<file path="config.mk">
export PLATFORM = sky130hd
export DESIGN_NAME = rct_cell
export DESIGN_NICKNAME = d
export VERILOG_FILES = /design/src/rct_pkg.sv /design/src/rct_cell.sv
export SDC_FILE = /design/constraint.sdc
export NUM_CORES = 1
export LEC_CHECK = 0
export BUFFER_PORTS_ARGS = -buffer_cell sky130_fd_sc_hd__buf_2
export CORE_AREA = 4 4 155 157
export DETAILED_ROUTE_END_ITERATION = 16
export DIE_AREA = 0 0 159 161
export PLACE_DENSITY = 0.54
export SETUP_SLACK_MARGIN = 0.2
export SYNTH_ARGS = -nofsm -noshare
export SYNTH_HDL_FRONTEND = slang
export SYNTH_SLANG_ARGS = --single-unit
export TNS_END_PERCENT = 20
</file>
<file path="constraint.sdc">
create_clock -name aclk -period 9.3 [get_ports aclk]
set_clock_uncertainty 0.1 [all_clocks]
set_input_delay 0.465 -clock aclk [delete_from_list [all_inputs] [get_ports aclk]]
set_output_delay 0.465 -clock aclk [all_outputs]
set_load 0.02 [all_outputs]
</file>
<file path="src/rct_pkg.sv">
// shared types and constants for the recent connection table
package rct_pkg;

    // request command codes
    localparam logic CMD_OFFER = 1'b0;
    localparam logic CMD_READ  = 1'b1;

    // entry limit after reset
    localparam logic [7:0] LIMIT_RESET = 8'd100;

    // cells per first-level reduction group
    localparam int GROUP_SIZE = 16;

    typedef struct packed {
        logic [31:0] src_addr;
        logic [31:0] dst_addr;
        logic [15:0] source_port;
        logic [15:0] dst_port;
    } conn_t;

    typedef struct packed {
        logic        cmd;
        logic [31:0] src_addr;
        logic [31:0] dst_addr;
        logic [15:0] source_port;
        logic [15:0] dst_port;
        logic [6:0]  read_index;
    } rct_request_t;

    typedef struct packed {
        logic        inserted_new;
        logic        evicted_oldest;
        logic        entry_valid;
        logic [31:0] entry_src_addr;
        logic [31:0] entry_dst_addr;
        logic [15:0] entry_source_port;
        logic [15:0] entry_dst_port;
        logic [7:0]  occupancy;
    } rct_result_t;

    // broadcast from the controller to every cell
    typedef struct packed {
        logic       shift;
        conn_t      tuple;
        logic [6:0] read_index;
    } rct_bcast_t;

    // what one cell reports: tuple match, read hit and its tuple on a hit
    typedef struct packed {
        logic  match;
        logic  hit;
        conn_t tuple;
    } rct_probe_t;

endpackage

</file>
<file path="src/rct_cell.sv">
// one table cell: a stored tuple, its valid bit and its compare logic
module rct_cell #(
    parameter int INDEX = 0,
    parameter int CNT_W = 8
) (
    input  logic                aclk,
    input  logic                aresetn,
    input  rct_pkg::rct_bcast_t bcast,
    input  logic [CNT_W-1:0]    keep,
    input  rct_pkg::conn_t      prev_tuple,
    output rct_pkg::conn_t      tuple_out,
    output rct_pkg::rct_probe_t probe
);
    import rct_pkg::*;

    localparam int IW = (CNT_W > 7) ? CNT_W : 7;

    conn_t         tuple_reg;
    logic          valid_reg;
    logic          retain;
    logic [IW-1:0] idx_ext;
    logic          hit;

    // this age position survives the insert
    assign retain  = CNT_W'(INDEX) < keep;
    assign idx_ext = IW'(bcast.read_index);
    assign hit     = valid_reg && (idx_ext == IW'(INDEX));

    // state update: take the neighbour's tuple on an insert
    always_ff @(posedge aclk) begin
        if (!aresetn) begin
            valid_reg <= 1'b0;
        end else if (bcast.shift) begin
            valid_reg <= retain;
        end
    end

    always_ff @(posedge aclk) begin
        if (bcast.shift && retain) begin
            tuple_reg <= prev_tuple;
        end
    end

    // match and read probes
    always_comb begin
        probe.match = valid_reg && (tuple_reg == bcast.tuple);
        probe.hit   = hit;
        probe.tuple = hit ? tuple_reg : '0;
    end

    assign tuple_out = tuple_reg;

endmodule

</file>
## Word level (Yosys, flattened, before mapping)

Cells that the tools add are included.

| storage, ports and cells | value |
|---|---|
| logic and storage cells | 12 |
| input port bits | 210 |
| bits in registers | 97 |
| output and inout port bits | 194 |

| operators by class | value |
|---|---|
| equal/unequal tests | 1 |
| magnitude comparators | 1 |
| mux-type cells | 1 |
| reductions and logical operators | 4 |

Operator list:

| operator | number |
|---|---|
| $eq A96 B96 Y1 | 1 |
| $mux W96 | 1 |
| $logic_not A8 Y1 | 1 |
| $lt A1 B8 Y1 const A | 1 |
| $logic_and A1 B1 Y1 | 3 |

## Depth between registers and ports, before layout

| logic depth | value |
|---|---|
| depth after elaboration | 3 |
| mapped depth | 6 |

## Least setup slack after synthesis

Ideal clock, no wire load.

| timing path | value |
|---|---|
| path kind | input port to flip-flop |
| start | input keep[5] |
| end | register tuple_reg, in the netlist tuple_out[0] (enable) |
| stages on the path | 2 |
| buffers on the path | 0 |
| slack | 991 ps |
| data arrival time | 7508 ps |
| library setup time | 701 ps |
| cell sequence | nor4_1 > a21boi_0 |

| between the ends | value |
|---|---|
| cells in the longest elaborated chain, start to end | 2 |

Ends and longest elaborated chain:

| item | line | RTL |
|---|---|---|
| start, declared | rct_cell.sv:9 | `input logic [CNT_W-1:0] keep,` |
| $lt A1 B8 Y1 | rct_cell.sv:25 | `assign retain = CNT_W'(INDEX) < keep;` |
| $logic_and A1 B1 Y1 | rct_cell.sv:39 | `if (bcast.shift && retain) begin` |
| end signal, assigned | rct_cell.sv:40 | `tuple_reg <= prev_tuple;` |
| end, declared | rct_cell.sv:18 | `conn_t tuple_reg;` |

No other way between the ends.
A chain may end at the register's enable or synchronous reset.

==> impl_metrics.csv <==
group,metric,value,unit
floorplan,die_y,161,µm
logic_synthesis,syn_nets,597,
clocking,post_cts_buffers,0,
logic_synthesis,ys.flop_type,"edfxtp_1",
global_routing,antenna_found_initial,1,
sta,period_needed,3142,ps
global_routing,use_met3,4.542,%
clocking,htreeDepth,3,
critical_path,cp_top_family,"simple AND/OR/NAND/NOR gates",
flow_run,maxCapViolCount,0,
clocking,clockBufferDepth,2,
critical_path,cp.required,8740,ps
place,place_inst,1065,
final_layout,insertedDiodeCount,0,
critical_path,cp-start-kind,"register",
global_routing,grt_util_all_layers,14.68,%
place,dp_hpwl,16.31,mm
critical_path,rr_worst_depth,2,
place,place_congestion,0.8193,
route,dr.pass1.iters,6,
power,vdd_ir_drop_max,0.00007444,V
floorplan,core-area,22500,µm²
logic_synthesis,ys_ff_latch,97,
logic_synthesis,synth_cell_types,35,
logic_synthesis,synth_area_leaders,"edfxtp_1 59%, and2_1 12%, xnor2_1 7.4%",
critical_path,timing.critical_path.depth,6,
power,powerDensity,154.6,nW/µm²
critical_path,cp_slowest_cell,"nor4_1",
place,io_buffers,403,
clocking,cts_root_buffer,"clkbuf_16",
sta,finalHoldViolCount,0,
logic_synthesis,ys_async_sr_fraction,0,%
route,avgViaCountPerCell,4.142,
critical_path,path_common_cell,"nand4_1",
final_layout,final_core_util,33.56,%
power,p_sw_share,27.39,%
power,combPwrFrac,16.9,%
min_path,hp-class,"primary input to register",
global_routing,met2_usage,25.59,%
global_routing,first_global_vias,4627,
logic_synthesis,synth_commonest_cells,"96 x and2_1, 96 x edfxtp_1, 41 x xnor2_1",
final_layout,largest_register_ffs,96,
power,clkPwrFrac,35.3,%
sta,holdWs,189.0,ps
sta,finalMaxSlewViolations,0,
logic_synthesis,yosysWarnings,0,
route,dr_total_vias,4477,
global_routing,top_usage_layer,"met2",
final_layout,final_cells,1081,
logic_synthesis,synth_cells,387,
power,power.share.sequential,47.8,%
place,pre_cts_ws,6336,ps
final_layout,fin_nets,1001,
route,wl,19.63,mm
final_layout,nFillCells,2322,
route,ant_nets,0,
outcome,outcome,"finished clean",
critical_path,critPathKind,"register to output port",
clocking,cts_hold_buffers,0,
clocking,cts_sinks,97,
floorplan,ios,404,
logic_synthesis,mappedNetlistArea,4885,µm²
power,p_int,0.8475,mW
logic_synthesis,synth-seq-area-share,59.43,%
global_routing,grt_pass1_wl,28.81,mm
sta,setup_viol,0,
sta,slew-limit-headroom,32.82,%
clocking,cts_buffers,9,
clocking,cts_tree,"built",
sta,fin_crit_sh,33.78,%
critical_path,critPathCaptureType,"output port",
route,routedWlPerCell,18.16,µm
power,switching_power,0.3196,mW
final_layout,areaGrowthSynthToFinish,54.58,%
sta,fmax,318.3,MHz
floorplan,initial_core_util,21.71,%
global_routing,overflow,0,
floorplan,die_x,159,µm
global_routing,grt_max_degree,98,
clocking,clock_latency,340,ps
final_layout,drive_above_1_share,53.77,%
power,p_leak,3.650,nW
floorplan,rows,55,
critical_path,max_stage_delay,720,ps
sta,setup_slack,6158,ps
clocking,cts.clk_slew.worst_paths,70,ps
floorplan,die_area,25600,µm²
route,drc_errors,0,
critical_path,critPathMaxFanout,3,
global_routing,use_met1,17.94,%
logic_synthesis,synth_top_area_share,59.02,%
critical_path,arrival,2580,ps
sta,rsz0062_at_grt,"no",
sta,fin_setup_tns,0,ps
route,drtIter0Drc,211,
critical_path,path_buf_inv,1,
sta,tightest_slew,1005,ps
min_path,hold_depth,1,
logic_synthesis,synth_largest_area_cell,"edfxtp_1",
logic_synthesis,synth_edf_count,96,
critical_path,crit_chain,"xnor2_1, nand4_1, nor4_1, nand4_1, nor4_2, buf_2",
clocking,cts_resized,0,
logic_synthesis,synth.avg_cell_area,12.62,µm²
==> path summary, 6_finish.rpt <==
kind / slack (ps) / startpoint / endpoint
max: 6160 / tuple_out[77] / probe[97]
min: 190 / prev_tuple[72] / tuple_out[72]
min reg2reg: 580 / valid_reg / valid_reg
max reg2reg: 8460 / valid_reg / valid_reg
==> placed cells by master, fill, tap and decap left out, types with 2 or more instances in the layout <==
| master | count |
|---|---|
| a2111oi_0 | 2 |
| a22oi_1 | 6 |
| or2b_1 | 6 |
| a2111o_1 | 2 |
| bufinv_16 | 2 |
| and2_1 | 96 |
| nor4_1 | 8 |
| xnor2_1 | 41 |
| nor3_1 | 3 |
| o22ai_1 | 9 |
| inv_6 | 2 |
| nor4_2 | 3 |
| nand2b_1 | 10 |
| edfxtp_1 | 96 |
| and3_1 | 2 |
| o2111ai_1 | 4 |
| nand4_1 | 13 |
| clkbuf_16 | 9 |
| xor2_1 | 19 |
| nor2_1 | 3 |
| nor2b_1 | 11 |
| buf_2 | 403 |
| buf_4 | 2 |
| inv_1 | 27 |
==> final cells by class <==
cell class / count / area, µm² / area share (%)
Tap cell: 285 / 356.6 / 4.722
Timing Repair Buffer: 405 / 2032 / 26.91
Clock inverter: 6 / 90.09 / 1.193
Clock buffer: 10 / 229.0 / 3.032
Sequential cell: 97 / 2903 / 38.44
Inverter: 27 / 101.3 / 1.342
Multi-Input combinational cell: 251 / 1839 / 24.36
==> power by group through the flow <==
stage          Clock [mW]  Combinational, mW  Sequential [mW]
4_1_cts             0.432              0.201            0.559
3_3_place_gp            0              0.199            0.569
2_1_floorplan           0             0.0580            0.604
5_1_grt             0.450              0.213            0.564
6_report            0.412              0.197            0.558
3_5_place_dp            0              0.201            0.568
==> logic make-up (layout without fill, tap and decap cells) <==
| group | count (synthesis) | in the layout | share of synthesized area [%] |
|---|---|---|---|
| and+or+nand+nor | 162 | 162 | 21.72 |
| xor gates and xnor gates | 60 | 60 | 10.76 |
| AOI/OAI and AO/OA | 29 | 29 | 4.918 |
| buffers and inverters | 39 | 448 | 3.176 |
| DFF | 97 | 97 | 59.43 |
==> per-stage QoR <==
stage                     instance area [µm²]  power (mW)
after global placement                   7232      0.7676
after detailed placement                 7232      0.7693
final                                    7551       1.167
after CTS                                7551       1.192
after global routing                     7551       1.228
after floorplan                          4885      0.6622
==> metal layers <==
| metal | wire length [µm] | up-vias |
|---|---|---|
| li1 | - | 2163 |
| met1 | 8021 | 2058 |
| met2 | 9893 | 242 |
| met3 | 1501 | 12 |
| met4 | 210 | 2 |
| met5 | 7 | - |
==> worst register-to-register path, stage by stage (launching register included) <==
cell,delay [ps]
dfxtp_1,350
nor2b_1,140
o21a_1,150
(Power assumes the default switching activity.)
